`src/hdl/sts_pkg.sv`:
```
// ----------------------------------------------------------------------------
// sts_pkg - shared types and constants for the source token scanner
// Request structs, token kinds, scan modes and keyword prefix tracking.
// ----------------------------------------------------------------------------
`default_nettype none
package sts_pkg;

	localparam int POSITION_BITS = 24;
	localparam int LENGTH_BITS   = 16;
	localparam int LINE_BITS     = 20;

	localparam logic [POSITION_BITS-1:0] POS_MAX  = {POSITION_BITS{1'b1}};
	localparam logic [LENGTH_BITS-1:0]   LEN_MAX  = {LENGTH_BITS{1'b1}};
	localparam logic [LINE_BITS-1:0]     LINE_MAX = {LINE_BITS{1'b1}};

	typedef enum logic [4:0] {
		TK_EOF = 5'd0, TK_ERROR = 5'd1, TK_ID = 5'd2, TK_NUMBER = 5'd3,
		TK_QNUMBER = 5'd4, TK_STRING = 5'd5, TK_MAIN = 5'd6, TK_FN = 5'd7,
		TK_TRUE = 5'd8, TK_FALSE = 5'd9, TK_TYPE = 5'd10, TK_QTRUE = 5'd11,
		TK_QFALSE = 5'd12, TK_LBRACE = 5'd13, TK_RBRACE = 5'd14,
		TK_LPAREN = 5'd15, TK_RPAREN = 5'd16, TK_LBRACK = 5'd17,
		TK_RBRACK = 5'd18, TK_LT = 5'd19, TK_GT = 5'd20, TK_COLON = 5'd21,
		TK_EQ = 5'd22, TK_DOT = 5'd23
	} tok_kind_t;

	typedef enum logic [1:0] {
		ERR_NONE = 2'd0, ERR_UNTERM = 2'd1, ERR_UNEXPECTED = 2'd2
	} err_kind_t;

	typedef enum logic [2:0] {
		M_IDLE = 3'd0, M_IDENT = 3'd1, M_INT = 3'd2, M_FRAC = 3'd3,
		M_STRING = 3'd4, M_COMMENT = 3'd5
	} scan_mode_t;

	typedef enum logic [1:0] {
		H_NONE = 2'd0, H_DOT = 2'd1, H_SLASH = 2'd2, H_AT = 2'd3
	} held_t;

	localparam logic [4:0] KW_NONE = 5'd31;

	typedef struct packed {
		logic [7:0] char_byte;
		logic       is_end;
	} in_req_t;

	typedef struct packed {
		logic [4:0]               token_kind;
		logic [POSITION_BITS-1:0] token_offset;
		logic [LENGTH_BITS-1:0]   token_length;
		logic [LINE_BITS-1:0]     line_number;
		logic [1:0]               error_kind;
		logic                     last_of_run;
	} out_req_t;

	// A run of up to three tokens from one byte, queued as one entry
	typedef struct packed {
		logic [1:0] count;
		out_req_t   t0;
		out_req_t   t1;
		out_req_t   t2;
	} run_t;

	// Keyword prefix trie: state index after character c
	function automatic logic [4:0] kw_next(input logic [4:0] s, input logic [7:0] c);
		logic [4:0] r;
		r = KW_NONE;
		case (s)
			5'd0: begin
				if (c == "m") r = 5'd1;
				else if (c == "f") r = 5'd5;
				else if (c == "t") r = 5'd11;
			end
			5'd1: if (c == "a") r = 5'd2;
			5'd2: if (c == "i") r = 5'd3;
			5'd3: if (c == "n") r = 5'd4;
			5'd5: begin
				if (c == "n") r = 5'd6;
				else if (c == "a") r = 5'd7;
			end
			5'd7: if (c == "l") r = 5'd8;
			5'd8: if (c == "s") r = 5'd9;
			5'd9: if (c == "e") r = 5'd10;
			5'd11: begin
				if (c == "r") r = 5'd12;
				else if (c == "y") r = 5'd15;
			end
			5'd12: if (c == "u") r = 5'd13;
			5'd13: if (c == "e") r = 5'd14;
			5'd15: if (c == "p") r = 5'd16;
			5'd16: if (c == "e") r = 5'd17;
			default: r = KW_NONE;
		endcase
		return r;
	endfunction

	function automatic logic [4:0] kw_kind(input logic [4:0] s);
		logic [4:0] k;
		case (s)
			5'd4:    k = TK_MAIN;
			5'd6:    k = TK_FN;
			5'd10:   k = TK_FALSE;
			5'd14:   k = TK_TRUE;
			5'd17:   k = TK_TYPE;
			default: k = 5'd0;
		endcase
		return k;
	endfunction

	function automatic logic [4:0] punct_kind(input logic [7:0] c);
		logic [4:0] k;
		case (c)
			"{":     k = TK_LBRACE;
			"}":     k = TK_RBRACE;
			"(":     k = TK_LPAREN;
			")":     k = TK_RPAREN;
			"[":     k = TK_LBRACK;
			"]":     k = TK_RBRACK;
			"<":     k = TK_LT;
			">":     k = TK_GT;
			":":     k = TK_COLON;
			"=":     k = TK_EQ;
			".":     k = TK_DOT;
			default: k = 5'd0;
		endcase
		return k;
	endfunction

	function automatic logic char_letter(input logic [7:0] c);
		return (c inside {["a":"z"], ["A":"Z"]}) || c == "_";
	endfunction

	function automatic logic char_numeral(input logic [7:0] c);
		return c inside {["0":"9"]};
	endfunction

	function automatic logic [LENGTH_BITS-1:0] span(input logic [POSITION_BITS-1:0] e,
		input logic [POSITION_BITS-1:0] b);
		logic [POSITION_BITS-1:0] d;
		d = (e >= b) ? e - b : '0;
		if (POSITION_BITS > LENGTH_BITS && (d >> LENGTH_BITS) != '0)
			return LEN_MAX;
		return LENGTH_BITS'(d);
	endfunction

endpackage
`default_nettype wire

```
`src/hdl/sts_front.sv`:
```
// ----------------------------------------------------------------------------
// sts_front - byte classifier and scan state
// Takes one byte per cycle unless run_full, producing the run it completes.
// ----------------------------------------------------------------------------
`default_nettype none
module sts_front (
	input  wire logic              clk,
	input  wire logic              arst_n,
	input  wire logic              in_valid,
	output logic                   in_stall,
	input  wire sts_pkg::in_req_t  in_req,
	output logic                   run_valid,
	input  wire logic              run_full,
	output sts_pkg::run_t          run
);
	localparam int PB = sts_pkg::POSITION_BITS;
	localparam int LB = sts_pkg::LINE_BITS;
	localparam int NB = sts_pkg::LENGTH_BITS;

	sts_pkg::scan_mode_t mode_q, mode_d;
	sts_pkg::held_t      held_q, held_d;
	logic [PB-1:0] begin_q, begin_d, pos_q, pos_d;
	logic [LB-1:0] line_q, line_d;
	logic [4:0]    kw_q, kw_d;
	logic          qp_q, qp_d;
	logic          fire;

	assign in_stall  = run_full;
	assign fire      = in_valid && !run_full;

	// token builder working variables
	sts_pkg::out_req_t tk [3];
	logic [1:0] n;

	always_comb begin
		logic [7:0] c;
		logic [PB-1:0] p;
		logic [4:0] k;
		logic done;
		logic fresh;
		c = in_req.char_byte;
		p = pos_q;
		mode_d = mode_q; held_d = held_q; begin_d = begin_q; pos_d = pos_q;
		line_d = line_q; kw_d = kw_q; qp_d = qp_q;
		n = 2'd0;
		done = 1'b0;
		fresh = 1'b0;
		k = 5'd0;
		for (int i = 0; i < 3; i++) tk[i] = '0;

		if (in_req.is_end || c == 8'd0) begin
			case (mode_q)
				sts_pkg::M_IDLE:
					if (held_q == sts_pkg::H_SLASH || held_q == sts_pkg::H_AT) begin
						tk[n] = '{sts_pkg::TK_ERROR, begin_q, NB'(1), line_q,
							sts_pkg::ERR_UNEXPECTED, 1'b0};
						n = n + 2'd1;
					end
				sts_pkg::M_IDENT: begin
					k = sts_pkg::kw_kind(kw_q);
					tk[n] = '{5'd0, begin_q, sts_pkg::span(p, begin_q), line_q,
						sts_pkg::ERR_NONE, 1'b0};
					if (qp_q) begin
						if (k == sts_pkg::TK_TRUE) tk[n].token_kind = sts_pkg::TK_QTRUE;
						else if (k == sts_pkg::TK_FALSE) tk[n].token_kind = sts_pkg::TK_QFALSE;
						else begin
							tk[n].token_kind = sts_pkg::TK_ERROR;
							tk[n].error_kind = sts_pkg::ERR_UNEXPECTED;
						end
					end else tk[n].token_kind = (k != 5'd0) ? k : sts_pkg::TK_ID;
					n = n + 2'd1;
				end
				sts_pkg::M_INT, sts_pkg::M_FRAC: begin
					if (held_q == sts_pkg::H_DOT && mode_q == sts_pkg::M_INT) begin
						tk[n] = '{qp_q ? sts_pkg::TK_QNUMBER : sts_pkg::TK_NUMBER, begin_q,
							sts_pkg::span(p - PB'(1), begin_q), line_q, sts_pkg::ERR_NONE, 1'b0};
						n = n + 2'd1;
						tk[n] = '{sts_pkg::TK_DOT, p - PB'(1), NB'(1), line_q,
							sts_pkg::ERR_NONE, 1'b0};
						n = n + 2'd1;
					end else begin
						tk[n] = '{qp_q ? sts_pkg::TK_QNUMBER : sts_pkg::TK_NUMBER, begin_q,
							sts_pkg::span(p, begin_q), line_q, sts_pkg::ERR_NONE, 1'b0};
						n = n + 2'd1;
					end
				end
				sts_pkg::M_STRING: begin
					tk[n] = '{sts_pkg::TK_ERROR, begin_q, sts_pkg::span(p, begin_q), line_q,
						sts_pkg::ERR_UNTERM, 1'b0};
					n = n + 2'd1;
				end
				default: ;
			endcase
			tk[n] = '{sts_pkg::TK_EOF, p, '0, line_q, sts_pkg::ERR_NONE, 1'b0};
			n = n + 2'd1;
			mode_d = sts_pkg::M_IDLE; held_d = sts_pkg::H_NONE; begin_d = '0;
			pos_d = '0; line_d = LB'(1); kw_d = '0; qp_d = 1'b0;
		end else begin
			case (mode_q)
				sts_pkg::M_IDLE: begin
					fresh = 1'b1;
					if (held_q == sts_pkg::H_SLASH) begin
						held_d = sts_pkg::H_NONE;
						if (c == "/") begin
							mode_d = sts_pkg::M_COMMENT; fresh = 1'b0; done = 1'b1;
						end else begin
							tk[n] = '{sts_pkg::TK_ERROR, begin_q, NB'(1), line_q,
								sts_pkg::ERR_UNEXPECTED, 1'b0};
							n = n + 2'd1;
						end
					end else if (held_q == sts_pkg::H_AT) begin
						held_d = sts_pkg::H_NONE;
						if (sts_pkg::char_letter(c)) begin
							mode_d = sts_pkg::M_IDENT; qp_d = 1'b1;
							kw_d = sts_pkg::kw_next(5'd0, c);
							fresh = 1'b0; done = 1'b1;
						end else if (sts_pkg::char_numeral(c)) begin
							mode_d = sts_pkg::M_INT; qp_d = 1'b1;
							fresh = 1'b0; done = 1'b1;
						end else begin
							tk[n] = '{sts_pkg::TK_ERROR, begin_q, NB'(1), line_q,
								sts_pkg::ERR_UNEXPECTED, 1'b0};
							n = n + 2'd1;
						end
					end
				end
				sts_pkg::M_IDENT: begin
					if (sts_pkg::char_letter(c) || sts_pkg::char_numeral(c)) begin
						kw_d = sts_pkg::kw_next(kw_q, c); done = 1'b1;
					end else begin
						k = sts_pkg::kw_kind(kw_q);
						tk[n] = '{5'd0, begin_q, sts_pkg::span(p, begin_q), line_q,
							sts_pkg::ERR_NONE, 1'b0};
						if (qp_q) begin
							if (k == sts_pkg::TK_TRUE) tk[n].token_kind = sts_pkg::TK_QTRUE;
							else if (k == sts_pkg::TK_FALSE) tk[n].token_kind = sts_pkg::TK_QFALSE;
							else begin
								tk[n].token_kind = sts_pkg::TK_ERROR;
								tk[n].error_kind = sts_pkg::ERR_UNEXPECTED;
							end
						end else tk[n].token_kind = (k != 5'd0) ? k : sts_pkg::TK_ID;
						n = n + 2'd1;
						fresh = 1'b1;
					end
				end
				sts_pkg::M_INT: begin
					if (held_q == sts_pkg::H_DOT) begin
						held_d = sts_pkg::H_NONE;
						if (sts_pkg::char_numeral(c)) begin
							mode_d = sts_pkg::M_FRAC; done = 1'b1;
						end else begin
							tk[n] = '{qp_q ? sts_pkg::TK_QNUMBER : sts_pkg::TK_NUMBER, begin_q,
								sts_pkg::span(p - PB'(1), begin_q), line_q, sts_pkg::ERR_NONE, 1'b0};
							n = n + 2'd1;
							tk[n] = '{sts_pkg::TK_DOT, p - PB'(1), NB'(1), line_q,
								sts_pkg::ERR_NONE, 1'b0};
							n = n + 2'd1;
							fresh = 1'b1;
						end
					end else if (sts_pkg::char_numeral(c)) done = 1'b1;
					else if (c == ".") begin
						held_d = sts_pkg::H_DOT; done = 1'b1;
					end else begin
						tk[n] = '{qp_q ? sts_pkg::TK_QNUMBER : sts_pkg::TK_NUMBER, begin_q,
							sts_pkg::span(p, begin_q), line_q, sts_pkg::ERR_NONE, 1'b0};
						n = n + 2'd1;
						fresh = 1'b1;
					end
				end
				sts_pkg::M_FRAC: begin
					if (sts_pkg::char_numeral(c)) done = 1'b1;
					else begin
						tk[n] = '{qp_q ? sts_pkg::TK_QNUMBER : sts_pkg::TK_NUMBER, begin_q,
							sts_pkg::span(p, begin_q), line_q, sts_pkg::ERR_NONE, 1'b0};
						n = n + 2'd1;
						fresh = 1'b1;
					end
				end
				sts_pkg::M_STRING: begin
					done = 1'b1;
					if (c == "\"") begin
						// length includes the closing quote; saturating step so a
						// string already at the maximum length does not wrap
						tk[n] = '{sts_pkg::TK_STRING, begin_q, sts_pkg::span(p, begin_q),
							line_q, sts_pkg::ERR_NONE, 1'b0};
						if (tk[n].token_length != sts_pkg::LEN_MAX)
							tk[n].token_length = tk[n].token_length + NB'(1);
						n = n + 2'd1;
						mode_d = sts_pkg::M_IDLE;
					end else if (c == "\n" && line_q != sts_pkg::LINE_MAX)
						line_d = line_q + LB'(1);
				end
				sts_pkg::M_COMMENT: begin
					if (c == "\n") fresh = 1'b1;
					else done = 1'b1;
				end
				default: fresh = 1'b1;
			endcase

			if (fresh) begin
				mode_d = sts_pkg::M_IDLE; held_d = sts_pkg::H_NONE; qp_d = 1'b0;
				begin_d = p;
				if (c == " " || c == "," || c == ";" || c == "\r" || c == "\t") ;
				else if (c == "\n") begin
					if (line_q != sts_pkg::LINE_MAX) line_d = line_q + LB'(1);
				end else if (c == "/") held_d = sts_pkg::H_SLASH;
				else if (c == "@") held_d = sts_pkg::H_AT;
				else if (sts_pkg::char_letter(c)) begin
					mode_d = sts_pkg::M_IDENT; kw_d = sts_pkg::kw_next(5'd0, c);
				end else if (sts_pkg::char_numeral(c)) mode_d = sts_pkg::M_INT;
				else if (c == "\"") mode_d = sts_pkg::M_STRING;
				else begin
					k = sts_pkg::punct_kind(c);
					if (k != 5'd0) tk[n] = '{k, p, NB'(1), line_q, sts_pkg::ERR_NONE, 1'b0};
					else tk[n] = '{sts_pkg::TK_ERROR, p, NB'(1), line_q,
						sts_pkg::ERR_UNEXPECTED, 1'b0};
					n = n + 2'd1;
				end
				done = 1'b1;
			end
			if (done && pos_q != sts_pkg::POS_MAX) pos_d = pos_q + PB'(1);
		end
		// tokens carry the line count at completion; the newline that
		// finishes a token bumps the count only after it is emitted
		if (n != 2'd0) tk[n-2'd1].last_of_run = 1'b1;
	end

	assign run_valid = fire && (n != 2'd0);
	assign run = '{n, tk[0], tk[1], tk[2]};

	always_ff @(posedge clk or negedge arst_n) begin
		if (!arst_n) begin
			mode_q  <= sts_pkg::M_IDLE;
			held_q  <= sts_pkg::H_NONE;
			begin_q <= '0;
			pos_q   <= '0;
			line_q  <= LB'(1);
			kw_q    <= '0;
			qp_q    <= 1'b0;
		end else if (fire) begin
			mode_q  <= mode_d;
			held_q  <= held_d;
			begin_q <= begin_d;
			pos_q   <= pos_d;
			line_q  <= line_d;
			kw_q    <= kw_d;
			qp_q    <= qp_d;
		end
	end
endmodule
`default_nettype wire

```
`src/hdl/sts_queue.sv`:
```
// ----------------------------------------------------------------------------
// sts_queue - short run queue between front and back
// Four entries; full is the registered count alone, ignoring a same-cycle pop.
// ----------------------------------------------------------------------------
`default_nettype none
module sts_queue (
	input  wire logic           clk,
	input  wire logic           arst_n,
	input  wire logic           push,
	input  wire sts_pkg::run_t  push_run,
	output logic                full,
	output logic                not_empty,
	input  wire logic           pop,
	output sts_pkg::run_t       head
);
	sts_pkg::run_t mem_q [4];
	logic [1:0] wr_q, rd_q;
	logic [2:0] cnt_q;

	assign full      = cnt_q == 3'd4;
	assign not_empty = cnt_q != 3'd0;
	assign head      = mem_q[rd_q];

	always_ff @(posedge clk) begin
		if (push) mem_q[wr_q] <= push_run;
	end

	always_ff @(posedge clk or negedge arst_n) begin
		if (!arst_n) begin
			wr_q <= '0; rd_q <= '0; cnt_q <= '0;
		end else begin
			if (push) wr_q <= wr_q + 2'd1;
			if (pop) rd_q <= rd_q + 2'd1;
			cnt_q <= cnt_q + 3'(push) - 3'(pop);
		end
	end
endmodule
`default_nettype wire

```
`src/hdl/sts_back.sv`:
```
// ----------------------------------------------------------------------------
// sts_back - token issuer
// Takes a queued run apart and hands tokens out one per cycle unless stalled.
// ----------------------------------------------------------------------------
`default_nettype none
module sts_back (
	input  wire logic           clk,
	input  wire logic           arst_n,
	input  wire logic           q_not_empty,
	input  wire sts_pkg::run_t  q_head,
	output logic                q_pop,
	output logic                out_valid,
	input  wire logic           out_stall,
	output sts_pkg::out_req_t   out_req
);
	logic [1:0] idx_q;
	logic       last;

	assign out_valid = q_not_empty;
	always_comb begin
		case (idx_q)
			2'd0:    out_req = q_head.t0;
			2'd1:    out_req = q_head.t1;
			default: out_req = q_head.t2;
		endcase
	end
	assign last  = (idx_q + 2'd1) == q_head.count;
	assign q_pop = q_not_empty && !out_stall && last;

	always_ff @(posedge clk or negedge arst_n) begin
		if (!arst_n) idx_q <= '0;
		else if (q_not_empty && !out_stall) idx_q <= last ? 2'd0 : idx_q + 2'd1;
	end
endmodule
`default_nettype wire

```
`src/hdl/source_token_scanner.sv`:
```
// ----------------------------------------------------------------------------
// source_token_scanner - streaming lexer, one source byte per request
// Front scans bytes into token runs, a four-run queue decouples the back,
// which issues one token per cycle unless the output stalls.
// ----------------------------------------------------------------------------
// The front writes each completed run into the queue; the back issues it.
// Throughput: one byte per cycle unless the queue is full, one token per
// cycle unless stalled; a run of two or three tokens holds the back longer.
// Reset: asynchronous, clears scan state to idle, line 1, offset 0, queue
// empty. After an end-of-source request the front returns to that scan state.
`default_nettype none
module source_token_scanner (
	input  wire logic               clk,
	input  wire logic               arst_n,
	input  wire logic               in_valid,
	output logic                    in_stall,
	input  wire sts_pkg::in_req_t   in_req,
	output logic                    out_valid,
	input  wire logic               out_stall,
	output sts_pkg::out_req_t       out_req
);
	logic          run_valid, q_full, q_not_empty, q_pop;
	sts_pkg::run_t run, q_head;

	// front: classification, keyword trie and positions
	sts_front u_front (
		.clk, .arst_n, .in_valid, .in_stall, .in_req,
		.run_valid, .run_full(q_full), .run
	);

	// queue of token runs
	sts_queue u_queue (
		.clk, .arst_n, .push(run_valid), .push_run(run), .full(q_full),
		.not_empty(q_not_empty), .pop(q_pop), .head(q_head)
	);

	// back: serialises each run onto the output
	sts_back u_back (
		.clk, .arst_n, .q_not_empty, .q_head, .q_pop,
		.out_valid, .out_stall, .out_req
	);
endmodule
`default_nettype wire
```
`config.mk`:
```
export PLATFORM = sky130hd
export DESIGN_NAME = source_token_scanner
export DESIGN_NICKNAME = d
export VERILOG_FILES = /design/src/hdl/sts_pkg.sv /design/src/hdl/sts_front.sv /design/src/hdl/sts_queue.sv /design/src/hdl/sts_back.sv /design/src/hdl/source_token_scanner.sv
export SDC_FILE = /design/constraint.sdc
export NUM_CORES = 1
export LEC_CHECK = 0
export ABC_CLOCK_PERIOD_IN_PS = 15150
export BUFFER_PORTS_ARGS = -buffer_cell sky130_fd_sc_hd__buf_2
export CAP_MARGIN = 0
export CORE_AREA = 5 5 316 318
export DETAILED_ROUTE_END_ITERATION = 10
export DIE_AREA = 0 0 321 323
export HOLD_SLACK_MARGIN = 0.05
export MAX_ROUTING_LAYER = met4
export SLEW_MARGIN = 10
export SYNTH_ARGS = -nofsm -noshare
export SYNTH_HDL_FRONTEND = slang
export SYNTH_SLANG_ARGS = --single-unit
```
`constraint.sdc`:
```
create_clock -name clk -period 15.15 [get_ports clk]
set_clock_uncertainty 0.05 [all_clocks]
set_input_delay 3.03 -clock clk [delete_from_list [all_inputs] [get_ports clk]]
set_output_delay 3.03 -clock clk [all_outputs]
set_load 0.1 [all_outputs]
```
==> results.md <==
* Iteration-0 DRC Markers at 2,467
* Sequential share of the synthesized area at 60.12%
* Critical path class: register to output pin
* Critical path arrival at 5040 ps
* Port Buffers at 82
* Final ANT Viol Nets at 0
* Worst-margin pin slew at 1160 ps
* Hpwl dp at 70.86 mm
* Synth Area in XOR/XNOR at 2.211%
* Routed len/inst at 25.45 um
* Cell taking the most area after synthesis: edfxtp_1
* Yosys Warn Count at 0
* Number of global-route vias before repair at 25,280
* Worst path required time at 12,070 ps
* Maximum Capacitance Violations at 0
* Synth Cell Area at 0.03843 mm^2
* Fin crit period at 8121 ps
* Max frequency at 123.1 MHz
* Synth top area share at 54.39%
* RSZ-0062 raised after global routing: false
* Clock sinks at 784
* Clock latency on the worst-skew pair at 660 ps
* Row cnt at 114
* CTS Hold Bufs at 0
* Inserted Clock Buffers at 81
* Area growth, synth to finish at 11.52%
* H-tree levels at 3
* CTS max path bufs at 3
* Layout cell share with drive strength beyond 1 at 16.54%
* Setup TNS Final at 0 ps
* Critical Path End: out_req[57]
* Vias/cell at 5.989
* Complex-gate fraction of the synthesized area at 10.69%
* Power, Total at 10,160 uW
* Post-CTS resize count at 0
* Die ar. at 0.1037 mm^2
* Post-Synth Adder-Cell Area at 2.305%
* Average size of a mapped cell at 13.45 um^2
* Starting Density at 39.91%
* Critical path endpoint category: output pin
* Peak VDD IR at 0.0001606 V
* First-pass GRT wire length at 161.8 mm
* Pins over their slew limit at 0
* Via count at 25,320
* Root buffer cell: clkbuf_16
* Slew margin rel. at 22.45%
* Commonest cells after routing, fill and taps aside: edfxtp_1 (696), nand2_1 (267), mux4_2 (174)
* Tightest Hold Check Type: register to register
* Final WL at 107.6 mm
* Mapped Nets at 2,939
* Chip Width at 321 um
* Initial antenna violation count at 3
* Final Hold Fails at 0
* R2R depth at 19
* Post-synthesis mux area share at 10.43%
* GPL Wtd Cong at 0.9351
* Synth async-reset ratio at 11.22%
* Synthesized flop and latch total at 784
* Most common cell after layout, fill and taps aside: edfxtp_1
* Drt drc at 0
* R2R setup slack at 7700 ps
* LEAKAGE at 0.01512 uW
* Critical path startpoint category: register
* Fin crit share at 53.60%
* Simple-Gate Fraction of Synth Area at 11.70%
* Drt first pass iters at 7
* Final #Nets at 2,964
* Clk slew on worst S/H paths at 60 ps
* Cells after Synth at 2,857
* Ports at 83
* Cell variety after synth at 104
* CTS tree: built
* Synth Flop Type: edfxtp_1
* Ranking of synthesized cells by area: edfxtp_1 (54%), mux4_2 (10%), dfrtp_1 (5.7%)
* Reg-to-Reg Start: u_front.pos_q[4]$_DFFE_PN0P_
* Largest family of logic cells by synthesized area: simple AND/OR/NAND/NOR gates
* Core footprint at 0.09628 mm^2
* Worst-path fanout max at 42
* Fin area at 0.04285 mm^2
* Setup Viol. Count Final at 0
* Largest net degree at the start of global routing at 140
* Worst Setup SP: u_queue.rd_q[0]$_DFFE_PN0P_
* Placed cell area at 0.04013 mm^2
* Worst R2R End: u_queue.mem_q[1][159]$_DFFE_PP_
* Pwr Density at 237.1 mW/mm^2
* Gr ovfl total at 0
* Die Ht at 323 um
* Post-synth EDFFs at 696
* Fillers at 8,583
* Aggregate global-route resource usage at 20.94%
* Status: completed
* Postcts setup bufs at 0
-- state kept, by name, indices dropped and copies added, names as in the netlist --
signal	flops
u_front.pos_q	24
u_back.idx_q	2
u_queue.rd_q	2
u_front.line_q	20
u_front.kw_q	5
u_front.mode_q	3
u_queue.cnt_q	3
u_queue.mem_q	696
u_queue.wr_q	2
u_front.begin_q	24
u_front.qp_q	1
u_front.held_q	2
-- worst min path at each step --
| stage | from | to | slack, ps | depth (start not counted) |
|---|---|---|---|---|
| detailed placement | u_front.begin_q[16]$_DFFE_PN0P_ | u_front.begin_q[16]$_DFFE_PN0P_ | 470 | 1 |
| global placement | u_front.begin_q[14]$_DFFE_PN0P_ | u_front.begin_q[14]$_DFFE_PN0P_ | 470 | 1 |
| CTS | u_front.begin_q[16]$_DFFE_PN0P_ | u_front.begin_q[16]$_DFFE_PN0P_ | 490 | 1 |
| floorplan | u_front.line_q[2]$_DFFE_PN0P_ | u_front.line_q[2]$_DFFE_PN0P_ | 450 | 1 |
| finish | u_front.begin_q[16]$_DFFE_PN0P_ | u_front.begin_q[16]$_DFFE_PN0P_ | 490 | 1 |
| global route | u_front.begin_q[19]$_DFFE_PN0P_ | u_front.begin_q[19]$_DFFE_PN0P_ | 510 | 1 |
-- cell usage after synthesis, types with 31 or more instances --
| library cell | count |
|---|---|
| a22o_1 | 48 |
| ha_1 | 66 |
| nor3_1 | 48 |
| nor2_1 | 160 |
| xnor2_1 | 55 |
| nand2_1 | 268 |
| and2_1 | 125 |
| nand3_1 | 56 |
| dfrtp_1 | 87 |
| o21ai_0 | 115 |
| inv_1 | 72 |
| xor2_1 | 42 |
| nand4_1 | 41 |
| clkbuf_1 | 123 |
| edfxtp_1 | 696 |
| a22oi_1 | 64 |
| buf_1 | 31 |
| a21oi_1 | 131 |
| mux4_2 | 174 |
-- worst max-delay path, cell delays in order, from the launching register on --
cell     delay, ps
dfrtp_4        650
buf_4          640
buf_4          790
buf_4          830
mux4_2         600
a22oi_1        320
nand2_1        150
buf_2          320
-- where the power goes --
| part | leakage (uW) | total, uW | internal (uW) | switching [uW] |
|---|---|---|---|---|
| Combinational | 0.00600 | 5080 | 1400 | 3690 |
| Clock | 0.00135 | 2010 | 1160 | 845 |
| Sequential | 0.00777 | 3070 | 2890 | 172 |
-- per-stage QoR --
stage          instances  hold WS (ps)  util (%)  setup slack [ps]
3_3_place_gp        4075         473.8     41.68              7160
3_5_place_dp        4075         473.0     41.68              7061
6_report            4228         487.4     44.51              7029
4_1_cts             4227         491.8     44.50              6790
2_1_floorplan       2857         446.0         -              5169
5_1_grt             4228         506.8     44.51              6541
-- logic make-up (layout without fill, tap and decap cells) --
group,after synthesis,in the layout
DFF,784,784
and+or+nand+nor,872,872
buffers and inverters,250,344
xor gates and xnor gates,97,97
adders and majority gates,69,69
AOI/OAI and AO/OA,604,604
muxes,181,181
other,0,1
-- area by class of cell --
type	instances	area, um^2	share of cell area [%]
clock inverters	53	531.8	1.241
inverters	74	277.8	0.6482
well taps	1276	1597	3.725
clock buffers	99	2187	5.104
multi-input cells	1823	14420	33.64
flip-flops and latches	784	23110	53.93
diodes	1	2.502	0.005839
repair buffers	118	733.2	1.711
-- routing by layer --
layer,track usage (%),share of wire (%)
met1,28.35,43
met2,34.06,49
met3,2.396,5.8
met4,5.645,2.5
met5,-,0
Note: power is estimated with default switching activity, not from simulation.
